File: config.mk
export PLATFORM = sky130hd
export DESIGN_NAME = joystick_axis_report_filter_top
export DESIGN_NICKNAME = d
export VERILOG_FILES = /design/src/design/jarf_pkg.sv /design/src/design/jarf_cfg_regs.sv /design/src/design/jarf_xy_twist.sv /design/src/design/jarf_slider.sv /design/src/design/joystick_axis_report_filter_top.sv
export SDC_FILE = /design/constraint.sdc
export NUM_CORES = 1
export LEC_CHECK = 0
export BUFFER_PORTS_ARGS = -buffer_cell sky130_fd_sc_hd__buf_2
export CAP_MARGIN = 15
export CORE_MARGIN = 2
export CORE_UTILIZATION = 41
export DETAILED_ROUTE_END_ITERATION = 12
export PLACE_DENSITY_LB_ADDON = 0.3
export SYNTH_ARGS = -nofsm -noshare
export SYNTH_HDL_FRONTEND = slang
export SYNTH_HIERARCHICAL = 1
export SYNTH_SLANG_ARGS = --single-unit
File: constraint.sdc
create_clock -name clk -period 9.2 [get_ports clk]
set_input_delay 1.38 -clock clk [delete_from_list [all_inputs] [get_ports clk]]
set_output_delay 1.38 -clock clk [all_outputs]
set_load 0.005 [all_outputs]
File: src/design/jarf_pkg.sv
// jarf_pkg: shared types, constants and the twist dead-zone table
// for the joystick axis report filter; no dependencies
`default_nettype none

package jarf_pkg;

  localparam int unsigned AXIS_W     = 10;
  localparam int unsigned SLIDER_W   = 7;
  localparam int unsigned TWIST_W    = 6;
  localparam int unsigned COUNT_W    = 10;
  localparam int unsigned CFG_IDX_W  = 3;
  localparam int unsigned CFG_DATA_W = 10;

  localparam logic [7:0]  FILTER_KIND   = 8'd1;
  localparam logic [15:0] FILTER_LENGTH = 16'd9;

  // register indexes
  localparam logic [CFG_IDX_W-1:0] CFG_XY_HYSTERESIS    = 3'd0;
  localparam logic [CFG_IDX_W-1:0] CFG_SLIDER_IDLE      = 3'd1;
  localparam logic [CFG_IDX_W-1:0] CFG_SLIDER_FAST      = 3'd2;
  localparam logic [CFG_IDX_W-1:0] CFG_FAST_PERSIST     = 3'd3;
  localparam logic [CFG_IDX_W-1:0] CFG_MEDIUM_PERSIST   = 3'd4;
  localparam logic [CFG_IDX_W-1:0] CFG_TRACK_WINDOW     = 3'd5;
  localparam logic [CFG_IDX_W-1:0] CFG_STABLE_SPAN      = 3'd6;

  // register reset values
  localparam logic [AXIS_W-1:0]   RST_XY_HYSTERESIS  = 10'd4;
  localparam logic [SLIDER_W-1:0] RST_SLIDER_IDLE    = 7'd3;
  localparam logic [SLIDER_W-1:0] RST_SLIDER_FAST    = 7'd8;
  localparam logic [COUNT_W-1:0]  RST_FAST_PERSIST   = 10'd6;
  localparam logic [COUNT_W-1:0]  RST_MEDIUM_PERSIST = 10'd250;
  localparam logic [COUNT_W-1:0]  RST_TRACK_WINDOW   = 10'd100;
  localparam logic [SLIDER_W-1:0] RST_STABLE_SPAN    = 7'd3;

  typedef enum logic [1:0] {
    DIR_NONE = 2'd0,
    DIR_UP   = 2'd1,
    DIR_DOWN = 2'd2
  } dir_t;

  typedef struct packed {
    logic [AXIS_W-1:0]   xy_hysteresis;
    logic [SLIDER_W-1:0] slider_idle_band;
    logic [SLIDER_W-1:0] slider_fast_delta;
    logic [COUNT_W-1:0]  slider_fast_persist;
    logic [COUNT_W-1:0]  slider_medium_persist;
    logic [COUNT_W-1:0]  slider_track_window;
    logic [SLIDER_W-1:0] slider_stable_span;
  } cfg_t;

  // control from the top level to the axis units
  typedef struct packed {
    logic step;
    logic first;
  } step_ctl_t;

  localparam logic [TWIST_W-1:0] TWIST_TABLE [64] = '{
    6'd0,  6'd1,  6'd3,  6'd4,  6'd5,  6'd7,  6'd8,  6'd9,
    6'd11, 6'd12, 6'd13, 6'd15, 6'd16, 6'd18, 6'd19, 6'd20,
    6'd22, 6'd23, 6'd24, 6'd26, 6'd27, 6'd28, 6'd30, 6'd31,
    6'd32, 6'd32, 6'd32, 6'd32, 6'd32, 6'd32, 6'd32, 6'd32,
    6'd32, 6'd32, 6'd32, 6'd32, 6'd32, 6'd32, 6'd32, 6'd33,
    6'd34, 6'd36, 6'd37, 6'd38, 6'd39, 6'd41, 6'd42, 6'd43,
    6'd44, 6'd46, 6'd47, 6'd48, 6'd49, 6'd51, 6'd52, 6'd53,
    6'd54, 6'd56, 6'd57, 6'd58, 6'd59, 6'd61, 6'd62, 6'd63
  };

endpackage

`default_nettype wire

File: src/design/jarf_cfg_regs.sv
// jarf_cfg_regs: configuration register file with write channel
// depends on jarf_pkg
`default_nettype none

module jarf_cfg_regs
  import jarf_pkg::*;
(
  input  wire logic                  clk,
  input  wire logic                  rst,
  input  wire logic                  cfg_valid,
  output logic                       cfg_ready,
  input  wire logic [CFG_IDX_W-1:0]  cfg_index,
  input  wire logic [CFG_DATA_W-1:0] cfg_data,
  output cfg_t                       cfg
);

  cfg_t regs;
  logic wr;

  assign cfg_ready = 1'b1;
  assign wr        = cfg_valid & cfg_ready;
  assign cfg       = regs;

  always_ff @(posedge clk) begin
    if (rst) begin
      regs.xy_hysteresis         <= RST_XY_HYSTERESIS;
      regs.slider_idle_band      <= RST_SLIDER_IDLE;
      regs.slider_fast_delta     <= RST_SLIDER_FAST;
      regs.slider_fast_persist   <= RST_FAST_PERSIST;
      regs.slider_medium_persist <= RST_MEDIUM_PERSIST;
      regs.slider_track_window   <= RST_TRACK_WINDOW;
      regs.slider_stable_span    <= RST_STABLE_SPAN;
    end else if (wr) begin
      case (cfg_index)
        CFG_XY_HYSTERESIS:  regs.xy_hysteresis         <= cfg_data[AXIS_W-1:0];
        CFG_SLIDER_IDLE:    regs.slider_idle_band      <= cfg_data[SLIDER_W-1:0];
        CFG_SLIDER_FAST:    regs.slider_fast_delta     <= cfg_data[SLIDER_W-1:0];
        CFG_FAST_PERSIST:   regs.slider_fast_persist   <= cfg_data[COUNT_W-1:0];
        CFG_MEDIUM_PERSIST: regs.slider_medium_persist <= cfg_data[COUNT_W-1:0];
        CFG_TRACK_WINDOW:   regs.slider_track_window   <= cfg_data[COUNT_W-1:0];
        CFG_STABLE_SPAN:    regs.slider_stable_span    <= cfg_data[SLIDER_W-1:0];
        default: begin
        end
      endcase
    end
  end

endmodule

`default_nettype wire

File: src/design/jarf_xy_twist.sv
// jarf_xy_twist: X/Y tracking hysteresis and twist dead zone with slew limit
// holds held_x, held_y, held_twist; depends on jarf_pkg
`default_nettype none

module jarf_xy_twist
  import jarf_pkg::*;
(
  input  wire logic               clk,
  input  wire logic               rst,
  input  step_ctl_t               ctl,
  input  wire logic [AXIS_W-1:0]  hyst,
  input  wire logic [AXIS_W-1:0]  raw_x,
  input  wire logic [AXIS_W-1:0]  raw_y,
  input  wire logic [TWIST_W-1:0] raw_z,
  output logic      [AXIS_W-1:0]  held_x_next,
  output logic      [AXIS_W-1:0]  held_y_next,
  output logic      [TWIST_W-1:0] held_twist_next
);

  logic [AXIS_W-1:0]  held_x;
  logic [AXIS_W-1:0]  held_y;
  logic [TWIST_W-1:0] held_twist;
  logic [AXIS_W-1:0]  fx;
  logic [AXIS_W-1:0]  fy;
  logic [TWIST_W-1:0] target;

  function automatic logic [AXIS_W-1:0] hyst_follow(
    input logic [AXIS_W-1:0] raw,
    input logic [AXIS_W-1:0] held,
    input logic [AXIS_W-1:0] h
  );
    logic [AXIS_W:0] held_hi;
    logic [AXIS_W:0] raw_hi;
    logic [AXIS_W:0] raw_lo;
    begin
      held_hi = {1'b0, held} + {1'b0, h};
      raw_hi  = {1'b0, raw} + {1'b0, h};
      raw_lo  = {1'b0, raw} - {1'b0, h};
      if ({1'b0, raw} > held_hi) begin
        hyst_follow = raw_lo[AXIS_W-1:0];
      end else if (raw_hi < {1'b0, held}) begin
        hyst_follow = raw_hi[AXIS_W-1:0];
      end else begin
        hyst_follow = held;
      end
    end
  endfunction

  assign target = TWIST_TABLE[raw_z];
  assign fx     = hyst_follow(raw_x, held_x, hyst);
  assign fy     = hyst_follow(raw_y, held_y, hyst);

  always_comb begin
    if (ctl.first) begin
      held_x_next     = raw_x;
      held_y_next     = raw_y;
      held_twist_next = target;
    end else begin
      held_x_next = fx;
      held_y_next = fy;
      if (target > held_twist) begin
        held_twist_next = held_twist + TWIST_W'(1);
      end else if (target < held_twist) begin
        held_twist_next = held_twist - TWIST_W'(1);
      end else begin
        held_twist_next = held_twist;
      end
    end
  end

  always_ff @(posedge clk) begin
    if (rst) begin
      held_x     <= '0;
      held_y     <= '0;
      held_twist <= '0;
    end else if (ctl.step) begin
      held_x     <= held_x_next;
      held_y     <= held_y_next;
      held_twist <= held_twist_next;
    end
  end

endmodule

`default_nettype wire

File: src/design/jarf_slider.sv
// jarf_slider: slider idle band, persistence counting and tracking window
// holds all slider state; depends on jarf_pkg
`default_nettype none

module jarf_slider
  import jarf_pkg::*;
(
  input  wire logic                clk,
  input  wire logic                rst,
  input  step_ctl_t                ctl,
  input  cfg_t                     cfg,
  input  wire logic [SLIDER_W-1:0] raw,
  output logic      [SLIDER_W-1:0] held_throttle_next
);

  logic [SLIDER_W-1:0] held_throttle;
  dir_t                cand;
  logic                tracking;
  logic [COUNT_W-1:0]  persist;
  logic [COUNT_W-1:0]  win_count;
  logic [SLIDER_W-1:0] win_min;
  logic [SLIDER_W-1:0] win_max;

  dir_t                cand_next;
  logic                tracking_next;
  logic [COUNT_W-1:0]  persist_next;
  logic [COUNT_W-1:0]  win_count_next;
  logic [SLIDER_W-1:0] win_min_next;
  logic [SLIDER_W-1:0] win_max_next;

  logic [SLIDER_W-1:0] mag;
  dir_t                dir;
  logic                big_move;
  logic [COUNT_W-1:0]  need;
  logic [COUNT_W-1:0]  pc;
  logic [COUNT_W-1:0]  wc;
  logic [SLIDER_W-1:0] wmin;
  logic [SLIDER_W-1:0] wmax;
  logic [SLIDER_W-1:0] span;

  always_comb begin
    held_throttle_next = held_throttle;
    cand_next          = cand;
    tracking_next      = tracking;
    persist_next       = persist;
    win_count_next     = win_count;
    win_min_next       = win_min;
    win_max_next       = win_max;

    if (raw >= held_throttle) begin
      mag = raw - held_throttle;
      dir = DIR_UP;
    end else begin
      mag = held_throttle - raw;
      dir = DIR_DOWN;
    end
    big_move = mag >= cfg.slider_fast_delta;
    need     = big_move ? cfg.slider_fast_persist : cfg.slider_medium_persist;

    if (cand != dir) begin
      pc = COUNT_W'(1);
    end else if (persist < need) begin
      pc = persist + COUNT_W'(1);
    end else begin
      pc = persist;
    end

    // tracking window bookkeeping
    if (win_count == '0) begin
      wc   = COUNT_W'(1);
      wmin = raw;
      wmax = raw;
    end else begin
      wc   = (win_count < cfg.slider_track_window) ? win_count + COUNT_W'(1) : win_count;
      wmin = (raw < win_min) ? raw : win_min;
      wmax = (raw > win_max) ? raw : win_max;
    end
    span = wmax - wmin;

    if (ctl.first) begin
      held_throttle_next = raw;
      cand_next          = DIR_NONE;
      tracking_next      = 1'b0;
      persist_next       = '0;
      win_count_next     = '0;
      win_min_next       = raw;
      win_max_next       = raw;
    end else if (tracking) begin
      held_throttle_next = raw;
      cand_next          = DIR_NONE;
      persist_next       = '0;
      if (wc >= cfg.slider_track_window) begin
        if (span <= cfg.slider_stable_span) begin
          tracking_next = 1'b0;
        end
        win_count_next = '0;
        win_min_next   = raw;
        win_max_next   = raw;
      end else begin
        win_count_next = wc;
        win_min_next   = wmin;
        win_max_next   = wmax;
      end
    end else if (mag <= cfg.slider_idle_band) begin
      cand_next    = DIR_NONE;
      persist_next = '0;
    end else if (pc >= need) begin
      held_throttle_next = raw;
      cand_next          = DIR_NONE;
      persist_next       = '0;
      if (big_move) begin
        tracking_next  = 1'b1;
        win_count_next = COUNT_W'(1);
        win_min_next   = raw;
        win_max_next   = raw;
      end
    end else begin
      cand_next    = dir;
      persist_next = pc;
    end
  end

  always_ff @(posedge clk) begin
    if (rst) begin
      held_throttle <= '0;
      cand          <= DIR_NONE;
      tracking      <= 1'b0;
      persist       <= '0;
      win_count     <= '0;
      win_min       <= '0;
      win_max       <= '0;
    end else if (ctl.step) begin
      held_throttle <= held_throttle_next;
      cand          <= cand_next;
      tracking      <= tracking_next;
      persist       <= persist_next;
      win_count     <= win_count_next;
      win_min       <= win_min_next;
      win_max       <= win_max_next;
    end
  end

  a_track_no_cand: assert property (@(posedge clk) disable iff (rst)
    tracking |-> (cand == DIR_NONE) && (persist == '0))
    else $error("candidate left set in tracking mode");

  a_track_window_order: assert property (@(posedge clk) disable iff (rst)
    tracking |-> (win_max >= win_min))
    else $error("tracking window min above max");

  a_persist_has_dir: assert property (@(posedge clk) disable iff (rst)
    (persist != '0) |-> (cand != DIR_NONE))
    else $error("persist count without candidate direction");

endmodule

`default_nettype wire

File: src/design/joystick_axis_report_filter_top.sv
// joystick_axis_report_filter_top: input register, axis filters, result register
// depends on jarf_pkg, jarf_cfg_regs, jarf_xy_twist, jarf_slider
//
//   channel  | handshake              | payload
//   ---------+------------------------+---------------------------------------
//   in       | in_valid / in_stall    | host_instance .. hat_byte
//   out      | out_valid / out_stall  | out_instance .. out_hat
//   cfg      | cfg_valid / cfg_ready  | cfg_index, cfg_data
//
// a beat is taken every cycle while in_stall is low; it passes the input register, then the result register
// the filter state updates as a filtered beat moves from the input to the result register
// in_stall rises only when both the input and the result registers are full and out is stalled
// rst is synchronous and restores register defaults and clears all filter state
`default_nettype none

module joystick_axis_report_filter_top
  import jarf_pkg::*;
(
  input  wire logic                  clk,
  input  wire logic                  rst,

  input  wire logic                  in_valid,
  output logic                       in_stall,
  input  wire logic [7:0]            host_instance,
  input  wire logic [7:0]            report_kind,
  input  wire logic [15:0]           report_length,
  input  wire logic [15:0]           button_bits,
  input  wire logic [AXIS_W-1:0]     raw_x_axis,
  input  wire logic [AXIS_W-1:0]     raw_y_axis,
  input  wire logic [TWIST_W-1:0]    raw_twist,
  input  wire logic [SLIDER_W-1:0]   raw_throttle,
  input  wire logic [7:0]            hat_byte,

  output logic                       out_valid,
  input  wire logic                  out_stall,
  output logic      [7:0]            out_instance,
  output logic      [7:0]            out_kind,
  output logic                       was_filtered,
  output logic      [15:0]           out_buttons,
  output logic      [AXIS_W-1:0]     out_x_axis,
  output logic      [AXIS_W-1:0]     out_y_axis,
  output logic      [TWIST_W-1:0]    out_twist,
  output logic      [SLIDER_W-1:0]   out_throttle,
  output logic      [7:0]            out_hat,

  input  wire logic                  cfg_valid,
  output logic                       cfg_ready,
  input  wire logic [CFG_IDX_W-1:0]  cfg_index,
  input  wire logic [CFG_DATA_W-1:0] cfg_data
);

  cfg_t cfg;

  // input register
  logic                s1_valid;
  logic [7:0]          s1_instance;
  logic [7:0]          s1_kind;
  logic                s1_filt;
  logic [15:0]         s1_buttons;
  logic [AXIS_W-1:0]   s1_x;
  logic [AXIS_W-1:0]   s1_y;
  logic [TWIST_W-1:0]  s1_z;
  logic [SLIDER_W-1:0] s1_s;
  logic [7:0]          s1_hat;

  logic                initialised;
  logic                advance;
  logic                in_take;
  logic                move;
  step_ctl_t           ctl;

  logic [AXIS_W-1:0]   held_x_next;
  logic [AXIS_W-1:0]   held_y_next;
  logic [TWIST_W-1:0]  held_twist_next;
  logic [SLIDER_W-1:0] held_throttle_next;

  assign advance   = !out_valid || !out_stall;
  assign in_stall  = s1_valid && !advance;
  assign in_take   = in_valid && !in_stall;
  assign move      = s1_valid && advance;
  assign ctl.step  = move && s1_filt;
  assign ctl.first = !initialised;

  jarf_cfg_regs u_cfg (
    .clk       (clk),
    .rst       (rst),
    .cfg_valid (cfg_valid),
    .cfg_ready (cfg_ready),
    .cfg_index (cfg_index),
    .cfg_data  (cfg_data),
    .cfg       (cfg)
  );

  jarf_xy_twist u_xy_twist (
    .clk             (clk),
    .rst             (rst),
    .ctl             (ctl),
    .hyst            (cfg.xy_hysteresis),
    .raw_x           (s1_x),
    .raw_y           (s1_y),
    .raw_z           (s1_z),
    .held_x_next     (held_x_next),
    .held_y_next     (held_y_next),
    .held_twist_next (held_twist_next)
  );

  jarf_slider u_slider (
    .clk                (clk),
    .rst                (rst),
    .ctl                (ctl),
    .cfg                (cfg),
    .raw                (s1_s),
    .held_throttle_next (held_throttle_next)
  );

  always_ff @(posedge clk) begin
    if (rst) begin
      s1_valid    <= 1'b0;
      out_valid   <= 1'b0;
      initialised <= 1'b0;
    end else begin
      if (in_take) begin
        s1_valid <= 1'b1;
      end else if (advance) begin
        s1_valid <= 1'b0;
      end
      if (advance) begin
        out_valid <= s1_valid;
      end
      if (ctl.step) begin
        initialised <= 1'b1;
      end
    end
  end

  always_ff @(posedge clk) begin
    if (in_take) begin
      s1_instance <= host_instance;
      s1_kind     <= report_kind;
      s1_filt     <= (report_kind == FILTER_KIND) && (report_length == FILTER_LENGTH);
      s1_buttons  <= button_bits;
      s1_x        <= raw_x_axis;
      s1_y        <= raw_y_axis;
      s1_z        <= raw_twist;
      s1_s        <= raw_throttle;
      s1_hat      <= hat_byte;
    end
  end

  always_ff @(posedge clk) begin
    if (move) begin
      out_instance <= s1_instance;
      out_kind     <= s1_kind;
      was_filtered <= s1_filt;
      out_buttons  <= s1_buttons;
      out_hat      <= s1_hat;
      out_x_axis   <= s1_filt ? held_x_next : s1_x;
      out_y_axis   <= s1_filt ? held_y_next : s1_y;
      out_twist    <= s1_filt ? held_twist_next : s1_z;
      out_throttle <= s1_filt ? held_throttle_next : s1_s;
    end
  end

  a_held_beat_kept: assert property (@(posedge clk) disable iff (rst)
    (s1_valid && out_valid && out_stall) |=> s1_valid)
    else $error("input register beat lost while result stalled");

  a_init_after_step: assert property (@(posedge clk) disable iff (rst)
    ctl.step |=> initialised)
    else $error("filtered beat did not mark state initialised");

  a_init_cause: assert property (@(posedge clk) disable iff (rst)
    $rose(initialised) |-> $past(move && s1_filt))
    else $error("state initialised without a filtered beat");

endmodule

`default_nettype wire

==> flow_metrics.py <==
metrics = {
    "clock_network": {
        "cts_buffers": 34,
        "h-tree-depth": 2,
        "cts_buffer_depth": 3,
        "cts_setup_buffers": 0,
        "cts_sinks": 282,
        "cts_tree": "built",
        "cts_resized": 0,
        "cts_root_buffer": "clkbuf_16",
        "clk_pin_slew_worst_paths_ps": 60,
        "clock_latency_ps": 550,
        "holdBufCountCts": 0,
    },
    "routing": {
        "drc": 0,
        "dr.pass1.iters": 5,
        "antenna_left": 0,
        "drt_wl_total_um": 48020,
        "drtIter0Drc": 891,
        "vias_per_cell": 5.419,
        "vias": 14380,
        "wl_per_cell_um": 18.10,
    },
    "finish": {
        "area_growth_pct": 13.26,
        "stdcell_count": 2653,
        "n_antenna_cell": 0,
        "fin_nets": 2348,
        "drive_above_1_share_pct": 17.34,
        "fillCellCount": 4328,
    },
    "yosys": {
        "ys_ff_latch": 282,
        "syn_area_sq_mm": 0.01887,
        "synth_top_family_by_area": "compound AO/OA/AOI/OAI gates",
        "synthSimpleGateAreaFrac_pct": 13.56,
        "synthAdderAreaFrac_pct": 14.66,
        "synthFlopType": "edfxtp_1",
        "synth_top_area_share_pct": 23.56,
        "syn-num-nets": 2200,
        "synth_edf_count": 148,
        "async_flop_share_pct": 0,
        "postSynthCellCount": 1879,
        "synth.avg_cell_area_sq_um": 10.04,
        "synth.most_common_cell": "ha_1",
        "ys_seq_area_share_pct": 37.78,
        "synth_compound_gate_area_share_pct": 16.12,
        "ys_types": 115,
        "synth_xor_area_share_pct": 3.057,
        "synth_mux_area_share_pct": 9.325,
        "yosys-top-cells-area": "edfxtp_1 (24%), dfxtp_1 (14%), ha_1 (14%)",
        "yosysWarnings": 6,
        "synth_commonest_cells": "ha_1 (205), inv_1 (149), edfxtp_1 (148), dfxtp_1 (134), nor2_1 (130)",
        "synth_top_cell_by_area": "edfxtp_1",
    },
    "setup_path": {
        "setup.worst_path.end_class": "register",
        "cpPeakStageDelay_ps": 510,
        "cp_top_family": "compound AO/OA/AOI/OAI gates",
        "cp_slowest_cell": "o21bai_1",
        "worstPathArrival_ps": 8950,
        "worstPathMaxFanout": 29,
        "critPathKind": "register to register",
        "worstPathRequired_ps": 9600,
        "cp_common_cell": "ha_1",
        "cp.buffers_inverters": 2,
        "critPathLaunchType": "register",
    },
    "place": {
        "port_buffers": 182,
        "numPlacedInstances": 2591,
        "routabilityCongestion": 0.8796,
        "dp_hpwl_um": 35810,
    },
    "sta": {
        "min_period_ps": 8547,
        "rsz0062_at_grt": "no",
        "fin_setup_tns_ps": 0,
        "worstMarginPinSlew_ps": 1106,
        "slew_headroom_pct": 24.18,
        "max_clock_freq_mhz": 117.0,
        "slew_viol_final": 0,
        "min_period_over_period_pct": 92.90,
        "finalHoldViolCount": 0,
        "clock_skew_ps": 22.90,
        "setup_viol": 0,
    },
    "power_and_ir_drop": {
        "peakVddDrop_uv": 149.0,
        "power.density_mw_per_mm2": 160.0,
        "p_leak_nw": 9.259,
    },
    "min_path": {
        "min_path_type": "register to register",
    },
    "floorplanning": {
        "die_w_um": 218.5,
        "coreArea_sq_mm": 0.04538,
        "die_area_sq_mm": 0.04774,
        "initial_core_util_pct": 41.57,
        "rows": 78,
        "ios": 184,
        "die_y_um": 218.5,
    },
    "outcome": {
        "outcome": "finished, final reports clean",
    },
    "job": {
        "maxCapViolations": 0,
    },
    "global_routing": {
        "antenna_found_initial": 0,
        "grt_pass1_wl_um": 75530,
        "grt_max_degree": 75,
        "track_usage_pct": 19.86,
        "grt_pass1_vias": 14210,
        "grt-ovfl-total": 0,
    },
}
==> report_power, final <==
group          internal [W]  total, W  switching (W)
Combinational      0.000253  0.000589       0.000336
Clock              0.000840   0.00141       0.000569
Sequential          0.00138   0.00142      0.0000390
==> flip-flops by register name, summed over array words and instances (netlist names), 8 cells and up <==
register	count
out_buttons	16
out_hat	8
out_instance	8
out_kind	8
out_x_axis	10
out_y_axis	10
s1_buttons	16
s1_hat	8
s1_instance	8
s1_kind	8
s1_x	10
s1_y	10
u_cfg/cfg	61
u_slider/persist	10
u_slider/win_count	10
u_xy_twist/held_x	10
u_xy_twist/held_y	10
==> cell families (layout without fill, tap and decap cells) <==
group,Yosys count,in the layout
and+or+nand+nor,492,492
DFF,282,282
buffers and inverters,234,408
AOI/OAI and AO/OA,431,431
adders and majority gates,216,216
muxes,158,158
other,1,1
xor gates and xnor gates,65,65
==> worst paths after layout <==
check | from | slack, ps | cells after the start | end
hold / removal | s1_buttons[9] | 410 | 0 | out_buttons[9]
setup / recovery | s1_s[0] | 650 | 33 | u_slider/win_min[5]
hold reg to reg | s1_buttons[9] | 410 | 0 | out_buttons[9]
setup reg to reg | s1_s[0] | 650 | 33 | u_slider/win_min[5]
==> layer usage <==
| layer | global-route usage, % | wire length [um] |
|---|---|---|
| met5 | 0 | 0 |
| met4 | 6.576 | 1276 |
| met3 | 2.658 | 1785 |
| met2 | 35.61 | 24400 |
| met1 | 24.43 | 20550 |
==> area by class of cell <==
cell class                 count  area (sq um)  area share (%)
timing repair buffer         196          1018           4.767
clock buffer                  44         970.9           4.544
tap                          600         750.7           3.514
sequential                   282          7127           33.35
inverter                     150         563.0           2.635
clock inverter                18         200.2          0.9369
multi-input combinational   1363         10740           50.25
==> placed cells by master (no fill, tap or decap), drive strengths merged, types with 5 or more instances in the layout <==
cell and n:
ha 205, buf 196, inv 153, edfxtp 148
nor2 135, dfxtp 134, mux2i 112, a21oi 109
nand2 101, o21ai 96, nand2b 82, mux2 46
clkbuf 44, a21o 41, xnor2 41, nand3 36
nor3 27, a31oi 27, xor2 24, nor2b 24
o21a 21, a211oi 16, or3 13, and3 13
o21bai 12, nand4 11, clkinv 11, fa 9
nor4 8, o211ai 8, or2 8, o32ai 7
a221oi 7, o2111ai 6, a221o 6, o221ai 6
a311oi 6, a211o 5, o31ai 5, o22ai 5
==> stage by stage <==
step	hold WS [ps]	utilization, %	area [sq um]	setup WS (ps)	total power, W
after CTS	414.3	47.05	21350	569.6	0.003458
final	409.8	47.08	21370	653.1	0.003419
after detailed placement	404.5	44.47	20180	618.4	0.002034
after floorplan	400.3	-	18870	1625	0.001876
after global routing	419.9	47.08	21370	2.370	0.003580
after global placement	400.4	44.47	20180	810.2	0.002018
No activity file was read; power rests on OpenSTA's default activity.
